`config.mk`:
```
export PLATFORM = sky130hd
export DESIGN_NAME = hevc_keyframe_detector_top_flat
export DESIGN_NICKNAME = d
export VERILOG_FILES = /design/src/kfd_pkg.sv /design/src/kfd_byte_if.sv /design/src/kfd_flag_if.sv /design/src/hevc_keyframe_detector_top.sv /design/src/kfd_scan.sv /design/src/flat_wrapper.sv
export SDC_FILE = /design/constraint.sdc
export NUM_CORES = 1
export LEC_CHECK = 0
export BUFFER_PORTS_ARGS = -buffer_cell sky130_fd_sc_hd__buf_2
export CORE_MARGIN = 4
export CORE_UTILIZATION = 61
export DETAILED_ROUTE_END_ITERATION = 6
export PLACE_DENSITY = 0.79
export SLEW_MARGIN = 20
export SYNTH_ARGS = -nofsm -noshare
export SYNTH_HDL_FRONTEND = slang
export SYNTH_HIERARCHICAL = 1
export SYNTH_SLANG_ARGS = --single-unit
```
`constraint.sdc`:
```
create_clock -name clk -period 5.4 [get_ports clk]
set_input_delay 1.08 -clock clk [delete_from_list [all_inputs] [get_ports clk]]
set_output_delay 1.08 -clock clk [all_outputs]
set_load 0.05 [all_outputs]
```
`src/kfd_pkg.sv`:
```
// Shared types, widths and helpers for the HEVC keyframe detector.
// No dependencies; every other file but kfd_flag_if uses this package.
package kfd_pkg;

  localparam int unsigned LenBits    = 24;
  localparam int unsigned ByteBits   = 8;
  localparam int unsigned PrefixBits = 32;

  localparam logic [ByteBits-1:0] ZeroByte = 8'h00;
  localparam logic [ByteBits-1:0] OneByte  = 8'h01;
  localparam logic [5:0]          TypeMask = 6'h3F;
  localparam logic [5:0]          IrapLow  = 6'd16;
  localparam logic [5:0]          IrapHigh = 6'd21;
  localparam logic [LenBits-1:0]  MinLen   = LenBits'(6);

  typedef struct packed {
    logic [ByteBits-1:0] byte_value;
    logic [LenBits-1:0]  buffer_length;
    logic                last_byte;
  } byte_item_t;

  // NAL unit type 16..21 (BLA, IDR, CRA) marks a random access point.
  function automatic logic is_irap(input logic [ByteBits-1:0] hdr);
    logic [5:0] nal_type;
    nal_type = hdr[6:1] & TypeMask;
    return (nal_type >= IrapLow) && (nal_type <= IrapHigh);
  endfunction

endpackage

```
`src/kfd_byte_if.sv`:
```
// Byte channel into the keyframe detector: valid/ready plus one buffer byte.
// Depends on kfd_pkg for the field widths.
interface kfd_byte_if;
  logic                          valid;
  logic                          ready;
  logic [kfd_pkg::ByteBits-1:0]  byte_value;
  logic [kfd_pkg::LenBits-1:0]   buffer_length;
  logic                          last_byte;

  modport source (output valid, byte_value, buffer_length, last_byte, input ready);
  modport sink   (input valid, byte_value, buffer_length, last_byte, output ready);
endinterface

```
`src/kfd_flag_if.sv`:
```
// Result channel out of the keyframe detector: valid/ready plus the flag.
// No dependencies.
interface kfd_flag_if;
  logic valid;
  logic ready;
  logic keyframe_found;

  modport source (output valid, keyframe_found, input ready);
  modport sink   (input valid, keyframe_found, output ready);
endinterface

```
`src/hevc_keyframe_detector_top.sv`:
```
// Top level of the HEVC keyframe detector: input register, scanner, result register.
// Depends on kfd_pkg, kfd_byte_if, kfd_flag_if and kfd_scan.
//
//   channel  dir  payload                                  transaction
//   bytes    in   byte_value[7:0] buffer_length[23:0]      one buffer byte
//                 last_byte
//   result   out  keyframe_found                           one flag per buffer
//
// Flow: one byte per clock unless a last byte is held; a byte waits in the input
//   register and its scan update completes as it leaves, where a last byte also
//   loads the result register, from which the flag is offered.
// Reset: rst (synchronous) clears both valid flags and all scan state.
// Stalls: only a last byte is held, and only while the previous flag is unread;
//   other bytes flow regardless of result.ready, unless queued behind a held one.
module hevc_keyframe_detector_top (
  input logic        clk,
  input logic        rst,
  kfd_byte_if.sink   bytes,
  kfd_flag_if.source result
);
  import kfd_pkg::*;

  logic       in_valid;    // input register holds a byte
  byte_item_t in_item;
  logic       fire;        // scan consumes the registered byte this cycle
  logic       found;
  logic       out_valid;
  logic       out_flag;

  // A non-last byte never needs the result slot; a last byte needs it free.
  assign fire        = in_valid && (!in_item.last_byte || !out_valid || result.ready);
  assign bytes.ready = !in_valid || fire;

  always_ff @(posedge clk) begin
    if (rst) begin
      in_valid <= 1'b0;
    end else if (bytes.valid && bytes.ready) begin
      in_valid <= 1'b1;
    end else if (fire) begin
      in_valid <= 1'b0;
    end
  end

  always_ff @(posedge clk) begin
    if (bytes.valid && bytes.ready) begin
      in_item.byte_value    <= bytes.byte_value;
      in_item.buffer_length <= bytes.buffer_length;
      in_item.last_byte     <= bytes.last_byte;
    end
  end

  kfd_scan u_scan (
    .clk   (clk),
    .rst   (rst),
    .fire  (fire),
    .item  (in_item),
    .found (found)
  );

  // Result register: loads on the last byte of a buffer.
  always_ff @(posedge clk) begin
    if (rst) begin
      out_valid <= 1'b0;
    end else if (fire && in_item.last_byte) begin
      out_valid <= 1'b1;
    end else if (result.ready) begin
      out_valid <= 1'b0;
    end
  end

  always_ff @(posedge clk) begin
    if (fire && in_item.last_byte) begin
      out_flag <= found;
    end
  end

  assign result.valid          = out_valid;
  assign result.keyframe_found = out_flag;

endmodule

```
`src/kfd_scan.sv`:
```
// Per-buffer scan state and the combinational update of both scanners.
// Depends on kfd_pkg.
module kfd_scan (
  input  logic                clk,
  input  logic                rst,
  input  logic                fire,
  input  kfd_pkg::byte_item_t item,
  output logic                found
);
  import kfd_pkg::*;

  logic [LenBits-1:0]    byte_position, byte_position_next;
  logic [4*ByteBits-1:0] byte_window;
  logic [LenBits-1:0]    next_scan_position, next_scan_position_next;
  logic [LenBits-1:0]    next_prefix_position, next_prefix_position_next;
  logic                  prefix_walk_stopped, prefix_walk_stopped_next;
  logic                  irap_seen, irap_seen_next;

  logic [ByteBits-1:0]   b, w1, w2, w3, w4, hdr;
  logic [LenBits:0]      p_ext, size_ext;
  logic                  size_ok, active, ab_check, sc3, sc4, ab_hit;
  logic                  pf_check, pf_stop;
  logic [PrefixBits:0]   pf_end;

  assign b  = item.byte_value;
  assign w1 = byte_window[ByteBits-1:0];
  assign w2 = byte_window[2*ByteBits-1:ByteBits];
  assign w3 = byte_window[3*ByteBits-1:2*ByteBits];
  assign w4 = byte_window[4*ByteBits-1:3*ByteBits];

  always_comb begin
    p_ext    = {1'b0, byte_position};
    size_ext = {1'b0, item.buffer_length};
    size_ok  = item.buffer_length >= MinLen;
    active   = size_ok && (byte_position >= LenBits'(4));

    // Annex-B: candidate at p-4, window and current byte hold the five bytes from there.
    ab_check = active && (p_ext >= ({1'b0, next_scan_position} + (LenBits+1)'(4)))
               && ((p_ext + (LenBits+1)'(1)) < size_ext);
    sc3      = (w4 == ZeroByte) && (w3 == ZeroByte) && (w2 == OneByte);
    sc4      = (w4 == ZeroByte) && (w3 == ZeroByte) && (w2 == ZeroByte) && (w1 == OneByte);
    ab_hit   = ab_check && (sc3 || sc4);
    hdr      = sc3 ? w1 : b;

    // Length prefix sits in the window, unit header is the current byte.
    pf_check = active && !prefix_walk_stopped
               && (p_ext == ({1'b0, next_prefix_position} + (LenBits+1)'(4)))
               && (p_ext < size_ext);
    pf_end   = (PrefixBits+1)'(byte_position) + {1'b0, byte_window};
    pf_stop  = (byte_window == '0) || (pf_end > (PrefixBits+1)'(item.buffer_length));

    next_scan_position_next   = next_scan_position;
    next_prefix_position_next = next_prefix_position;
    prefix_walk_stopped_next  = prefix_walk_stopped;
    irap_seen_next            = irap_seen;

    if (ab_hit) begin
      next_scan_position_next = sc3 ? byte_position : byte_position + LenBits'(1);
      if (is_irap(hdr)) begin
        irap_seen_next = 1'b1;
      end
    end

    if (pf_check) begin
      if (pf_stop) begin
        prefix_walk_stopped_next = 1'b1;
      end else begin
        next_prefix_position_next = byte_position + byte_window[LenBits-1:0];
        if (is_irap(b)) begin
          irap_seen_next = 1'b1;
        end
      end
    end

    byte_position_next = (byte_position == '1) ? byte_position
                                               : byte_position + LenBits'(1);
    found = irap_seen_next && size_ok;
  end

  always_ff @(posedge clk) begin
    if (rst) begin
      byte_position        <= '0;
      byte_window          <= '0;
      next_scan_position   <= '0;
      next_prefix_position <= '0;
      prefix_walk_stopped  <= 1'b0;
      irap_seen            <= 1'b0;
    end else if (fire) begin
      if (item.last_byte) begin
        byte_position        <= '0;
        byte_window          <= '0;
        next_scan_position   <= '0;
        next_prefix_position <= '0;
        prefix_walk_stopped  <= 1'b0;
        irap_seen            <= 1'b0;
      end else begin
        byte_position        <= byte_position_next;
        byte_window          <= {byte_window[3*ByteBits-1:0], b};
        next_scan_position   <= next_scan_position_next;
        next_prefix_position <= next_prefix_position_next;
        prefix_walk_stopped  <= prefix_walk_stopped_next;
        irap_seen            <= irap_seen_next;
      end
    end
  end

endmodule

```
`src/flat_wrapper.sv`:
```
// flat-port wrapper written by rule: the top's interface ports become plain ports
module hevc_keyframe_detector_top_flat import kfd_pkg::*;
  (clk, rst, bytes_valid, bytes_byte_value, bytes_buffer_length, bytes_last_byte, bytes_ready, result_valid, result_keyframe_found, result_ready);
  kfd_byte_if bytes_i ();
  kfd_flag_if result_i ();
  input logic clk;
  input logic rst;
  input wire logic [$bits(bytes_i.valid)-1:0] bytes_valid;
  input wire logic [$bits(bytes_i.byte_value)-1:0] bytes_byte_value;
  input wire logic [$bits(bytes_i.buffer_length)-1:0] bytes_buffer_length;
  input wire logic [$bits(bytes_i.last_byte)-1:0] bytes_last_byte;
  output wire logic [$bits(bytes_i.ready)-1:0] bytes_ready;
  output wire logic [$bits(result_i.valid)-1:0] result_valid;
  output wire logic [$bits(result_i.keyframe_found)-1:0] result_keyframe_found;
  input wire logic [$bits(result_i.ready)-1:0] result_ready;
  assign bytes_i.valid = bytes_valid;
  assign bytes_i.byte_value = bytes_byte_value;
  assign bytes_i.buffer_length = bytes_buffer_length;
  assign bytes_i.last_byte = bytes_last_byte;
  assign bytes_ready = bytes_i.ready;
  assign result_valid = result_i.valid;
  assign result_keyframe_found = result_i.keyframe_found;
  assign result_i.ready = result_ready;
  hevc_keyframe_detector_top u_core (.clk(clk), .rst(rst), .bytes(bytes_i), .result(result_i));
endmodule
```
==> After elaboration in Yosys (flattened, before gate mapping) <==
Cells that the tools add are included.
{ "word_totals": {"input_bits": 37, "n_memories": 0, "ff_bits": 142, "word_cells": 96, "latchBits": 0, "out_inout_bits": 3, "mem_bits_rw": 0, "rom_bits": 0} }
{ "op_classes": {"eq_ne": 6, "reduce_logical": 39, "n_shift": 0, "order_cmp": 10, "div_mod_pow": 0, "addsub": 6, "n_mul": 0, "muxes": 23, "bitwise": 0} }
{ "op_table": {"columns": ["operator", "n"], "rows": [
  ["two-way mux 24 bit", 8],
  ["adder 24 x 3 -> 25 bit (second input constant)", 2],
  [">= comparator 24 x 3 -> 1 bit (second input constant)", 2],
  ["adder 24 x 32 -> 33 bit", 1],
  ["> comparator 33 x 24 -> 1 bit", 1],
  ["zero test 32 bit", 1],
  ["two-way mux 32 bit", 1],
  ["adder 24 x 1 -> 25 bit (second input constant)", 1],
  ["equality test 24 x 25 -> 1 bit", 1],
  [">= comparator 24 x 25 -> 1 bit", 1],
  ["< comparator 25 x 24 -> 1 bit", 1],
  ["adder 24 x 1 -> 24 bit (second input constant)", 1],
  ["adder 24 bit", 1],
  ["equality test 24 bit (second input constant)", 1],
  ["zero test 8 bit", 3],
  ["< comparator 24 bit", 1],
  ["logical AND 1 bit", 17],
  ["equality test 8 x 1 -> 1 bit (second input constant)", 2],
  ["two-way mux 1 bit", 13],
  [">= comparator 6 x 5 -> 1 bit (second input constant)", 2],
  ["<= comparator 6 x 5 -> 1 bit (second input constant)", 2],
  ["nonzero test 2 bit", 5],
  ["two-way mux 7 bit", 1],
  ["AND reduction 3 bit", 2],
  ["4 further kinds", 13]
]} }

==> Depth between registers and ports, before layout <==
Gate-level depths: netlist of the first run.
{ "logic_depth": {"word_depth": 12, "ltp_mapped": 22} }

==> Cells and area by module <==
Netlist of the first run, hierarchy kept.
{ "modules_own_cells": {"columns": ["module", "cells_per_inst", "n_inst", "area_each_um2"], "rows": [
  ["kfd_scan", 1316, 1, 10172.3],
  ["hevc_keyframe_detector_top", 46, 1, 1124.8]
]} }

==> Worst setup path after synthesis of the first run <==
OpenSTA, ideal clock, no wires.
{ "synth_path": {"kind": "register to register", "startpoint": "register u_core.u_scan.byte_position[1]", "endpoint": "register u_core.u_scan.next_prefix_position[20]", "path_stages_with_launch": 21, "arrival_ps": 4371, "setup_time_ps": 59, "setup_slack_ps": 970, "path_buffers": 1, "cell_sequence": "dfxtp_1 -> inv_1 -> fa_1 -> nand2b_1 -> a21oi_1 -> o21ai_0 -> nand2_1 -> a21boi_0 -> o41ai_1 -> xor2_1 -> ha_1 -> a211oi_1 -> o21a_1 -> o311ai_0 -> o31ai_1 -> o2111ai_1 -> a311oi_1 -> nand4b_2 -> nor4_4 -> buf_6 -> a22o_1"} }
{ "synth_via": {"elab_chain_cells": 7, "word_cells_on_any_way": 17, "cone_classes": "add/sub (2); order compare (3); eq/ne (2); mux (3); reduce/logical (7)"} }
{ "synth_rtl": {"columns": ["item", "line_no", "source"], "rows": [
  ["start: declaration", "kfd_scan.sv:12", "logic [LenBits-1:0] byte_position, byte_position_next;"],
  ["start signal: assignment", "kfd_scan.sv:97", "byte_position <= byte_position_next;"],
  ["parallel branches: the longest is 7 deep, another holds adder 24 x 32 -> 33 bit", null, null],
  ["end signal: assignment", "kfd_scan.sv:100", "next_prefix_position <= next_prefix_position_next;"],
  ["end: declaration", "kfd_scan.sv:15", "logic [LenBits-1:0] next_prefix_position, next_prefix_position_next;"]
]} }
Parallel ways; which one is timed is not known. The select of a mux whose other input is x is not followed.
A chain may end at the register's enable or synchronous reset.

==> Worst setup path after layout of the first run <==
{ "layout_path": {"startpoint": "register u_core.u_scan.byte_window[0]", "endpoint": "register u_core.u_scan.next_prefix_position[6]"} }
{ "layout_via": {"elab_chain_cells": 5, "word_cells_on_any_way": 10, "cone_classes": "add/sub (2); order compare (1); eq/ne (1); mux (3); reduce/logical (3)"} }
{ "layout_rtl": {"columns": ["item", "line_no", "source"], "rows": [
  ["start: declaration", "kfd_scan.sv:13", "logic [4*ByteBits-1:0] byte_window;"],
  ["start signal: assignment", "kfd_scan.sv:98", "byte_window <= {byte_window[3*ByteBits-1:0], b};"],
  ["adder 24 x 32 -> 33 bit", "kfd_scan.sv:49", "pf_end = (PrefixBits+1)'(byte_position) + {1'b0, byte_window};"],
  ["> comparator 33 x 24 -> 1 bit", "kfd_scan.sv:50", "pf_stop = (byte_window == '0) || (pf_end > (PrefixBits+1)'(item.buffer_length));"],
  ["logical OR 1 bit", "kfd_scan.sv:50", null],
  ["inequality test 2 x 1 -> 1 bit (no source line)", null, null],
  ["AND reduction 3 bit (no source line)", null, null]
]} }
Several ways; a longest one is shown, not always the timed one. The select of a mux whose other input is x is not followed.

==> flow_summary.json, run 1 <==
{
  "fin_util": 0.687,
  "dp_slack_ns": 0.350,
  "leakage_nw": 5.35,
  "synth.area.mux_share": 0.0240,
  "core_area_mm2": 0.0181,
  "grt_pass1_vias": 10100,
  "synth_cells": 1362,
  "reg2reg_from": "u_core/u_scan/byte_window[0]",
  "io_buffers": 39,
  "drt_iter0_markers": 1160,
  "rr_worst_depth": 21,
  "insertion_delay_ns": 0.44,
  "rrSetupSlack_ns": 0.21,
  "synth_seq_cells": 142,
  "synthSimpleGateAreaFrac": 0.236,
  "reg2reg_to": "u_core/u_scan/next_prefix_position[6]",
  "die_x_um": 144,
  "fin_cells": 1627,
  "nets": 1545,
  "viasPerCell": 6.54,
  "cp-end-kind": "register",
  "synth-xor-area-share": 0.0861,
  "grt_max_degree": 66,
  "initial_utilization": 0.625,
  "whs_path_depth": 2,
  "crit_path_max_incr_delay_ns": 0.41,
  "antennaDiodeCount": 0,
  "setup_violations": 0,
  "syn_area_mm2": 0.0113,
  "clock_skew_ns": 0.0143,
  "whs_ns": 0.490,
  "post_cts_buffers": 0,
  "synth_commonest_cells": "128 x nor2_1, 122 x ha_1, 113 x a21oi_1, 108 x dfxtp_1, 90 x nand2_1",
  "synth_most_common_cell": "nor2_1",
  "setup_slack_ns": 0.213,
  "firstDrtPassIters": 6,
  "critical_path_peak_fanout": 23,
  "path_class": "reg2reg",
  "min_from": "u_core/in_item[32]",
  "io_pins": 40,
  "fillers": 1483,
  "synth_area_leaders": "dfxtp_1 19%, ha_1 14%, edfxtp_1 9.0%, xor2_1 5.5%, a21oi_1 5.0%",
  "wl_um": 35100,
  "synth_flop_cell": "dfxtp_1",
  "synth_cell_types": 75,
  "critPathTopFamily": "compound AO/OA/AOI/OAI gates",
  "fmax_mhz": 193,
  "post_route_cells_drive_above_1_share": 0.0901,
  "cts_tree": "done",
  "vdd_drop_max_mv": 0.218,
  "min_to": "u_core/u_scan/byte_window[7]",
  "maxSlewHeadroom": 0.383,
  "cts_buffer_depth": 2,
  "synthToLayoutAreaGrowth_pct": 9.91,
  "cts_buffers": 17,
  "cpMaxStageDelayCell": "dfxtp_1",
  "hold_viol": 0,
  "cts_sinks": 142,
  "cts-root-buf": "clkbuf_16",
  "worst-path-buf-inv": 2,
  "synth_edf_count": 34,
  "layout_min_cycle_time_ns": 5.19,
  "power.density_mw_per_mm2": 204,
  "hpwl_um": 26500,
  "placedCellCount": 1595,
  "ys.warnings.count": 6,
  "antenna_found_initial": 0,
  "drcViolationCount": 0,
  "synth_top_family_by_area": "simple AND/OR/NAND/NOR gates",
  "worst_path_most_repeated_cell": "ha_1",
  "htree_levels": 4,
  "ys_seq_area_frac": 0.282,
  "gp_congestion": 0.961,
  "synthAdderAreaFrac": 0.137,
  "maxCapViolCount": 0,
  "status": "completed",
  "vias": 10600,
  "synthArstFlopShare": 0,
  "synth_area_leader_cell": "dfxtp_1",
  "std_cell_rows": 49,
  "grt_pass1_wl_um": 54800,
  "final_antenna_net_count": 0,
  "slew_viol_final": 0,
  "arrival_ns": 5.52,
  "clk_pin_slew_ns": 0.07,
  "syn_avg_cell_area_um2": 8.29,
  "cp.depth": 21,
  "path_cells": "ha_1 -> inv_1 -> fa_1 -> nand2b_1 -> a21oi_2 -> o21ai_0 -> nand2_1 -> a21boi_0 -> o41ai_1 -> xor2_1 -> ha_1 -> a211oi_1 -> o21a_1 -> o311ai_0 -> o31ai_1 -> o2111ai_1 -> a21oi_1 -> and4b_1 -> a311oi_2 -> buf_4 -> a22o_1",
  "synth_top_cell_area_share": 0.191,
  "cp.required_ns": 5.73,
  "fp.dieH_um": 144,
  "cp-start-kind": "register",
  "dieArea_mm2": 0.0208,
  "hold_class": "reg2reg",
  "grt_overflow": 0,
  "synth_fp_nets": 1522,
  "grt_util_all_layers": 0.341,
  "wl_per_cell_um": 21.6,
  "synth-compound-area-share": 0.189,
  "p_total_w": 0.00253,
  "worst_pin_slew_ns": 0.919,
  "fin_crit_sh": 0.960
}
[how the worst max path moves through the flow]
stage,slack (ns),endpoint,startpoint
5_1_grt,-0.02,u_core/u_scan/next_prefix_position[18],u_core/u_scan/byte_window[0]
4_1_cts,0.30,u_core/u_scan/next_prefix_position[6],u_core/u_scan/byte_window[0]
2_1_floorplan,0.97,u_core/u_scan/next_prefix_position[20],u_core/u_scan/byte_position[1]
3_3_place_gp,0.56,u_core/u_scan/next_prefix_position[20],u_core/u_scan/byte_window[0]
3_5_place_dp,0.35,u_core/u_scan/next_prefix_position[6],u_core/u_scan/byte_window[0]
6_report,0.21,u_core/u_scan/next_prefix_position[6],u_core/u_scan/byte_window[0]
[worst min-delay path, cell delays in order, from the launching register on]
cell	delay, ns
edfxtp_1	0.32
a21oi_1	0.06
nor2_1	0.07
[cell usage in the layout (no fill, tap or decap), types with 28 or more instances in the layout]
master and count:
dfxtp_1 108, a21oi_1 111, buf_2 39, nand3_1 66, edfxtp_1 34, ha_1 122, o21ai_0 52, nor2_1 128
a21o_1 28, buf_4 37, xnor2_1 40, inv_1 48, nand2b_1 30, nand2_1 90, nand4_1 37, xor2_1 71
[flip-flops by register name, indices dropped and copies added (netlist names)]
register,flops
u_core/u_scan/irap_seen,1
u_core/in_item,33
u_core/in_valid,1
u_core/u_scan/prefix_walk_stopped,1
u_core/u_scan/next_scan_position,24
u_core/u_scan/byte_position,24
u_core/u_scan/next_prefix_position,24
u_core/result.valid,1
u_core/u_scan/byte_window,32
u_core/result.keyframe_found,1
[layer usage]
metal / share of wire / wire, um / track usage / up-vias
met1: 0.41 / 14400 / 0.439 / 5018
met4: 0.045 / 1600 / 0.155 / 0
met5: 0 / 0 / 0 / -
li1: - / - / - / 5050
met3: 0.081 / 2830 / 0.0648 / 106
met2: 0.46 / 16300 / 0.555 / 465
[where the power goes]
part	switching, W	total, W	internal, W
Sequential	0.0000120	0.00112	0.00111
Clock	0.000592	0.00123	0.000636
Combinational	0.000127	0.000186	0.0000591
Total	0.000731	0.00253	0.00180
[cell type report]
cell class	instances	area, um2	area share
multi-input cells	1096	7630	0.614
repair buffers	78	504	0.0406
flip-flops and latches	142	3180	0.256
inverters	50	188	0.0151
clock inverters	15	201	0.0162
clock buffers	17	425	0.0343
well taps	229	287	0.0231
[kinds of logic (layout without fill, tap and decap cells)]
logic type,Yosys count,count (layout)
and+or+nand+nor,504,504
AOI/OAI and AO/OA,331,331
DFF,142,142
buffers and inverters,124,160
adders and majority gates,123,123
xor gates and xnor gates,111,111
muxes,27,27
[metrics by stage]
step	setup TNS (ns)	area, um2
3_3_place_gp	0	11800
5_1_grt	-0.0915	12400
4_1_cts	0	12400
3_5_place_dp	0	11800
6_report	0	12400
2_1_floorplan	0	11300
[what timing repair did]
item	CTS	global route
resized for setup	0	4
endpoints found under the setup margin	0	23
hold buffers	0	0
Note: power is estimated with default switching activity, not from simulation.
==> run 2, diff against run 1 <==
--- a/config.mk
+++ b/config.mk
@@ -6,10 +6,12 @@
 export NUM_CORES = 1
 export LEC_CHECK = 0
 export BUFFER_PORTS_ARGS = -buffer_cell sky130_fd_sc_hd__buf_2
+export CELL_PAD_IN_SITES_DETAIL_PLACEMENT = 0
+export CELL_PAD_IN_SITES_GLOBAL_PLACEMENT = 2
 export CORE_MARGIN = 4
-export CORE_UTILIZATION = 61
+export CORE_UTILIZATION = 39
 export DETAILED_ROUTE_END_ITERATION = 6
-export PLACE_DENSITY = 0.79
+export PLACE_DENSITY_LB_ADDON = 0.1
 export SLEW_MARGIN = 20
 export SYNTH_ARGS = -nofsm -noshare
 export SYNTH_HDL_FRONTEND = slang
==> run 2 against run 1 <==
Critical path depth grew 1. Fmax is 1.9% higher. Flip-flop and latch count did not move. Cell count is 10% higher. Largest cell class unchanged.
==> flow_summary.json, run 2 (synthesis results as in run 1) <==
{
  "reg2reg_from": "u_core/u_scan/byte_window[0]",
  "leakage_nw": 5.42,
  "wl_um": 39800,
  "cts-root-buf": "clkbuf_16",
  "grt_pass1_wl_um": 61300,
  "std_cell_rows": 62,
  "largest_register_ffs": 33,
  "arrival_ns": 5.46,
  "status": "completed",
  "final_common_cell": "nor2_1",
  "final_antenna_net_count": 0,
  "fillers": 2918,
  "fin_crit_sh": 0.943,
  "hold_class": "reg2reg",
  "hpwl_um": 30900,
  "nets": 1558,
  "power.density_mw_per_mm2": 200,
  "largest_registers": "u_core/in_item x33, u_core/u_scan/byte_window x32",
  "cts_buffer_depth": 2,
  "combPwrFrac": 0.076,
  "die_x_um": 178,
  "vdd_drop_max_mv": 0.206,
  "drt_iter0_markers": 724,
  "placed_area_mm2": 0.0120,
  "worst_pin_slew_ns": 0.896,
  "min_to": "u_core/u_scan/byte_window[7]",
  "maxCapViolCount": 0,
  "fp.dieH_um": 178,
  "grt_util_all_layers": 0.255,
  "htree_levels": 4,
  "fin_util": 0.445,
  "post_route_cells_drive_above_1_share": 0.103,
  "path_cells": "ha_1 -> inv_1 -> fa_1 -> nand2b_1 -> a21oi_2 -> o21ai_1 -> nand2_1 -> a21boi_1 -> o41ai_2 -> xor2_1 -> ha_1 -> a211oi_2 -> o21a_1 -> o311ai_0 -> o31ai_1 -> o2111ai_2 -> a311oi_2 -> nand4b_2 -> nor4_4 -> buf_4 -> clkbuf_16 -> a22o_1",
  "cp-start-kind": "register",
  "slew_viol_final": 0,
  "hold_viol": 0,
  "placedCellCount": 1759,
  "rr_worst_depth": 22,
  "path_class": "reg2reg",
  "p_seq_frac": 0.441,
  "io_buffers": 39,
  "dieArea_mm2": 0.0318,
  "gp_congestion": 0.928,
  "vias": 10300,
  "drcViolationCount": 0,
  "insertion_delay_ns": 0.43,
  "internal_power_w": 0.00183,
  "critical_path_peak_fanout": 11,
  "antennaDiodeCount": 0,
  "maxSlewHeadroom": 0.399,
  "clk_pin_slew_ns": 0.07,
  "wl_per_cell_um": 22.2,
  "whs_ns": 0.486,
  "seqCellArea_mm2": 0.00318,
  "cts_buffers": 17,
  "whs_path_depth": 2,
  "grt_pass1_vias": 9988,
  "switching_power_w": 0.000708,
  "antenna_found_initial": 0,
  "swShare": 0.279,
  "firstDrtPassIters": 5,
  "final_cell_mix": "128 x nor2_1, 122 x ha_1, 112 x a21oi_1, 107 x dfxtp_1, 90 x nand2_1",
  "worst_path_most_repeated_cell": "ha_1",
  "grt_overflow": 0,
  "cpMaxStageDelayCell": "fa_1",
  "viasPerCell": 5.73,
  "design_area_mm2": 0.0127,
  "initial_utilization": 0.395,
  "cp.required_ns": 5.77,
  "synthToLayoutAreaGrowth_pct": 12.7,
  "min_from": "u_core/in_item[32]",
  "cts_sinks": 142,
  "multiInputGateArea_mm2": 0.00766,
  "clock_skew_ns": 0.0103,
  "grt_max_degree": 65,
  "layout_min_cycle_time_ns": 5.09,
  "regMostFlops": "u_core/in_item",
  "fmax_mhz": 196,
  "cts_tree": "done",
  "cp-end-kind": "register",
  "power_frac_clock": 0.483,
  "crit_path_max_incr_delay_ns": 0.40,
  "core_area_mm2": 0.0286,
  "fin_cells": 1795,
  "io_pins": 40,
  "rrSetupSlack_ns": 0.31,
  "setup_violations": 0,
  "reg2reg_to": "u_core/u_scan/next_prefix_position[15]"
}
-- run 2: power groups by stage --
stage | combinational [W] | sequential, W | clock (W)
finish | 0.000193 | 0.00112 | 0.00123
global placement | 0.000187 | 0.00115 | 0
floorplan | 0.000111 | 0.00114 | 0
CTS | 0.000189 | 0.00112 | 0.00126
detailed placement | 0.000188 | 0.00115 | 0
global route | 0.000213 | 0.00112 | 0.00131
-- run 2: worst max-delay path, delay by kind of cell (launching register included) --
kind	cells	cell delay, ns
AO/OA/AOI/OAI	11	2.26
XOR/XNOR	1	0.27
adder cells (fa/ha/maj)	3	0.91
buffers and inverters	3	0.41
flip-flops	1	0.37
AND/OR/NAND/NOR	4	0.80
-- run 2: worst max path at each step --
| stage | startpoint | to | depth (start not counted) | slack [ns] |
|---|---|---|---|---|
| 4_1_cts | u_core/u_scan/byte_window[0] | u_core/u_scan/next_prefix_position[17] | 21 | 0.21 |
| 3_3_place_gp | u_core/u_scan/byte_window[0] | u_core/u_scan/next_prefix_position[21] | 21 | 0.46 |
| 3_5_place_dp | u_core/u_scan/byte_window[0] | u_core/u_scan/next_prefix_position[17] | 21 | 0.25 |
| 2_1_floorplan | u_core/u_scan/byte_position[1] | u_core/u_scan/next_prefix_position[20] | 20 | 0.97 |
| 6_report | u_core/u_scan/byte_window[0] | u_core/u_scan/next_prefix_position[15] | 22 | 0.31 |
| 5_1_grt | u_core/u_scan/byte_window[1] | u_core/u_scan/next_prefix_position[10] | 21 | -0.05 |
-- run 2: repair_timing --
item	4_1_cts	5_1_grt
endpoints found under the setup margin	0	23
hold buffers	0	0
resized for setup	0	11
buffers inserted	0	3
-- run 2: area by class of cell --
| type | instances | share of cell area |
|---|---|---|
| clock buffer | 17 | 0.0334 |
| timing repair buffer | 91 | 0.0493 |
| multi-input combinational | 1096 | 0.601 |
| clock inverter | 15 | 0.0133 |
| inverter | 50 | 0.0147 |
| tap | 384 | 0.0377 |
| sequential | 142 | 0.250 |
-- run 2: routing by layer --
metal  wire, um  global-route usage  vias to the layer above
met1      18200               0.343                     4968
met5          0                   0                        -
li1           -                   -                     5070
met3       1510              0.0299                       39
met4        769              0.0592                        0
met2      19300               0.438                      212
-- run 2: through the flow --
step | TNS [ns] | power, W | setup WS [ns]
after floorplan | 0 | 0.00125 | 0.970
after global placement | 0 | 0.00133 | 0.459
after detailed placement | 0 | 0.00133 | 0.254
after CTS | 0 | 0.00257 | 0.208
after global routing | -1.03 | 0.00264 | -0.0526
final | 0 | 0.00254 | 0.308
==> run 3, diff against run 2 <==
--- a/config.mk
+++ b/config.mk
@@ -5,11 +5,12 @@
 export SDC_FILE = /design/constraint.sdc
 export NUM_CORES = 1
 export LEC_CHECK = 0
+export ABC_AREA = 1
 export BUFFER_PORTS_ARGS = -buffer_cell sky130_fd_sc_hd__buf_2
 export CELL_PAD_IN_SITES_DETAIL_PLACEMENT = 0
 export CELL_PAD_IN_SITES_GLOBAL_PLACEMENT = 2
 export CORE_MARGIN = 4
-export CORE_UTILIZATION = 39
+export CORE_UTILIZATION = 36
 export DETAILED_ROUTE_END_ITERATION = 6
 export PLACE_DENSITY_LB_ADDON = 0.1
 export SLEW_MARGIN = 20
==> run 3 against run 2 <==
Critical path depth is 8 higher. Final area up 3.2%. Routed wire length up 8.8%. Sequential power hardly changed. Utilization decreased by 3.3 points. Flip-flop and latch count unchanged. Non-clock buffer count is 18 lower. Via count up 13%. Register-to-register slack improved by 0.26 ns. Critical path type unchanged.
==> flow_summary.json, run 3 <==
{
  "status": "completed",
  "synth_cell_types": 48,
  "cts_resized": 0,
  "synthSimpleGateAreaFrac": 0.326,
  "gp_congestion": 0.904,
  "cts_hold_buf": 0,
  "synthToLayoutAreaGrowth_pct": 11.6,
  "synth_seq_cells": 142,
  "leakage_nw": 6.29,
  "worst-path-buf-inv": 3,
  "die_x_um": 189,
  "crit_path_max_incr_delay_ns": 0.67,
  "maxSlewHeadroom": 0.337,
  "drt_iter0_markers": 812,
  "grt_pass1_vias": 11500,
  "antenna_found_initial": 1,
  "ys.warnings.count": 6,
  "fillers": 3544,
  "grt_overflow": 0,
  "rsz0062_at_grt": "false",
  "initial_utilization": 0.369,
  "multiInputGateArea_mm2": 0.00745,
  "drcViolationCount": 0,
  "worst_pin_slew_ns": 0.995,
  "nets": 2003,
  "grt_util_all_layers": 0.246,
  "synth.area.mux_share": 0,
  "hpwl_um": 34500,
  "final_cell_mix": "523 x nand2_1, 240 x inv_1, 172 x a21oi_1, 166 x nor2_1, 122 x ha_1",
  "cp.required_ns": 5.77,
  "cts-root-buf": "clkbuf_16",
  "htree_levels": 4,
  "grt_pass1_wl_um": 67400,
  "synth_top_cell_area_share": 0.184,
  "synth_area_leader_cell": "dfxtp_1",
  "synth_cells": 1803,
  "critical_path_peak_fanout": 24,
  "cts_tree": "done",
  "syn_area_mm2": 0.0118,
  "grt_max_degree": 83,
  "synth_commonest_cells": "523 x nand2_1, 240 x inv_1, 172 x a21oi_1, 167 x nor2_1, 122 x ha_1",
  "hold_class": "reg2reg",
  "std_cell_rows": 65,
  "firstDrtPassIters": 5,
  "vias": 11600,
  "insertion_delay_ns": 0.45,
  "worst_path_most_repeated_cell": "nand2_1",
  "viasPerCell": 5.05,
  "io_pins": 40,
  "seqCellArea_mm2": 0.00318,
  "synth-xor-area-share": 0.0573,
  "wl_per_cell_um": 18.9,
  "whs_ns": 0.482,
  "rrSetupSlack_ns": 0.57,
  "final_antenna_net_count": 0,
  "regMostFlops": "u_core/in_item",
  "arrival_ns": 5.21,
  "wl_um": 43300,
  "largest_registers": "u_core/in_item x33, u_core/u_scan/byte_window x32",
  "post_route_cells_drive_above_1_share": 0.0727,
  "vdd_drop_max_mv": 0.201,
  "synth-compound-area-share": 0.118,
  "cts_sinks": 142,
  "setup_violations": 0,
  "power.density_mw_per_mm2": 198,
  "synth_edf_count": 34,
  "post_cts_buffers": 0,
  "synthAdderAreaFrac": 0.131,
  "synth_area_leaders": "dfxtp_1 18%, nand2_1 17%, ha_1 13%, edfxtp_1 8.7%, inv_1 7.7%",
  "dieArea_mm2": 0.0357,
  "fmax_mhz": 207,
  "largest_register_ffs": 33,
  "io_buffers": 39,
  "path_class": "reg2reg",
  "clock_skew_ns": 0.0114,
  "clk_pin_slew_ns": 0.08,
  "layout_min_cycle_time_ns": 4.83,
  "synth_fp_nets": 1963,
  "syn_avg_cell_area_um2": 6.53,
  "placedCellCount": 2259,
  "cp-end-kind": "register",
  "cpMaxStageDelayCell": "nand2_1",
  "cts_buffers": 17,
  "fin_cells": 2291,
  "maxCapViolCount": 0,
  "cts_buffer_depth": 2,
  "final_common_cell": "nand2_1",
  "critPathTopFamily": "simple AND/OR/NAND/NOR gates",
  "cp-start-kind": "register",
  "synth_flop_cell": "dfxtp_1",
  "fin_setup_tns_ns": 0,
  "synth_most_common_cell": "nand2_1",
  "synthArstFlopShare": 0,
  "core_area_mm2": 0.0319,
  "synth_top_family_by_area": "simple AND/OR/NAND/NOR gates",
  "fin_crit_sh": 0.895,
  "antennaDiodeCount": 0,
  "hold_viol": 0,
  "slew_viol_final": 0,
  "ys_seq_area_frac": 0.270,
  "fp.dieH_um": 189
}
## run 3: cell count changes in the layout (fill, tap and decap cells not counted), moves of 26 or more
cell,change
a21oi_1,+60
inv_1,+192
mux2i_1,-26
nand2_1,+433
nand2b_1,-30
nand3_1,+54
nor2_1,+38
## run 3: cell families after synthesis
logic type               Yosys count
flip-flops                       142
buffers and inverters            295
adder cells (fa/ha/maj)          123
AND/OR/NAND/NOR                  903
AO/OA/AOI/OAI                    263
XOR/XNOR                          77
## run 3: area by class of cell
class,count,area share
clock buffer,17,0.0324
clock inverter,15,0.0128
inverter,243,0.0694
multi-input combinational,1366,0.567
sequential,142,0.242
tap,435,0.0414
timing repair buffer,73,0.0343
## run 3: layer usage
metal / global-route usage / routed length (um)
met5: 0 / 0
met3: 0.0352 / 1530
met2: 0.415 / 20400
met4: 0.0617 / 826
met1: 0.332 / 20500
## run 3: per-stage QoR
step / power (W) / utilization / instance area, um2 / setup WS [ns]
after CTS: 0.00262 / 0.412 / 13100 / 0.562
after detailed placement: 0.00138 / 0.393 / 12500 / 0.599
after global placement: 0.00138 / 0.393 / 12500 / 0.616
after floorplan: 0.00130 / - / 11800 / 1.75
final: 0.00260 / 0.412 / 13100 / 0.568
after global routing: 0.00271 / 0.412 / 13100 / 0.0316
## run 3: report_power, final
| group | switching, W | total [W] | internal [W] |
|---|---|---|---|
| logic | 0.000156 | 0.000222 | 0.0000666 |
| registers | 0.0000220 | 0.00114 | 0.00112 |
| clock network | 0.000579 | 0.00124 | 0.000658 |
| total | 0.000757 | 0.00260 | 0.00184 |
## run 3: final timing paths
| check | startpoint | to | depth (start not counted) |
|---|---|---|---|
| min reg2reg | u_core/u_scan/irap_seen | u_core/u_scan/irap_seen | 2 |
| max | u_core/u_scan/byte_window[0] | u_core/u_scan/next_prefix_position[5] | 30 |
| max reg2reg | u_core/u_scan/byte_window[0] | u_core/u_scan/next_prefix_position[5] | 30 |
| min | u_core/u_scan/irap_seen | u_core/u_scan/irap_seen | 2 |
## run 3: worst reg2reg max path: cells and delay by family, from the launching register on
| kind | cells | cell delay [ns] |
|---|---|---|
| flip-flops | 1 | 0.47 |
| adder cells (fa/ha/maj) | 3 | 0.90 |
| XOR/XNOR | 1 | 0.31 |
| buffers and inverters | 3 | 0.27 |
| AND/OR/NAND/NOR | 22 | 2.59 |
| AO/OA/AOI/OAI | 1 | 0.18 |
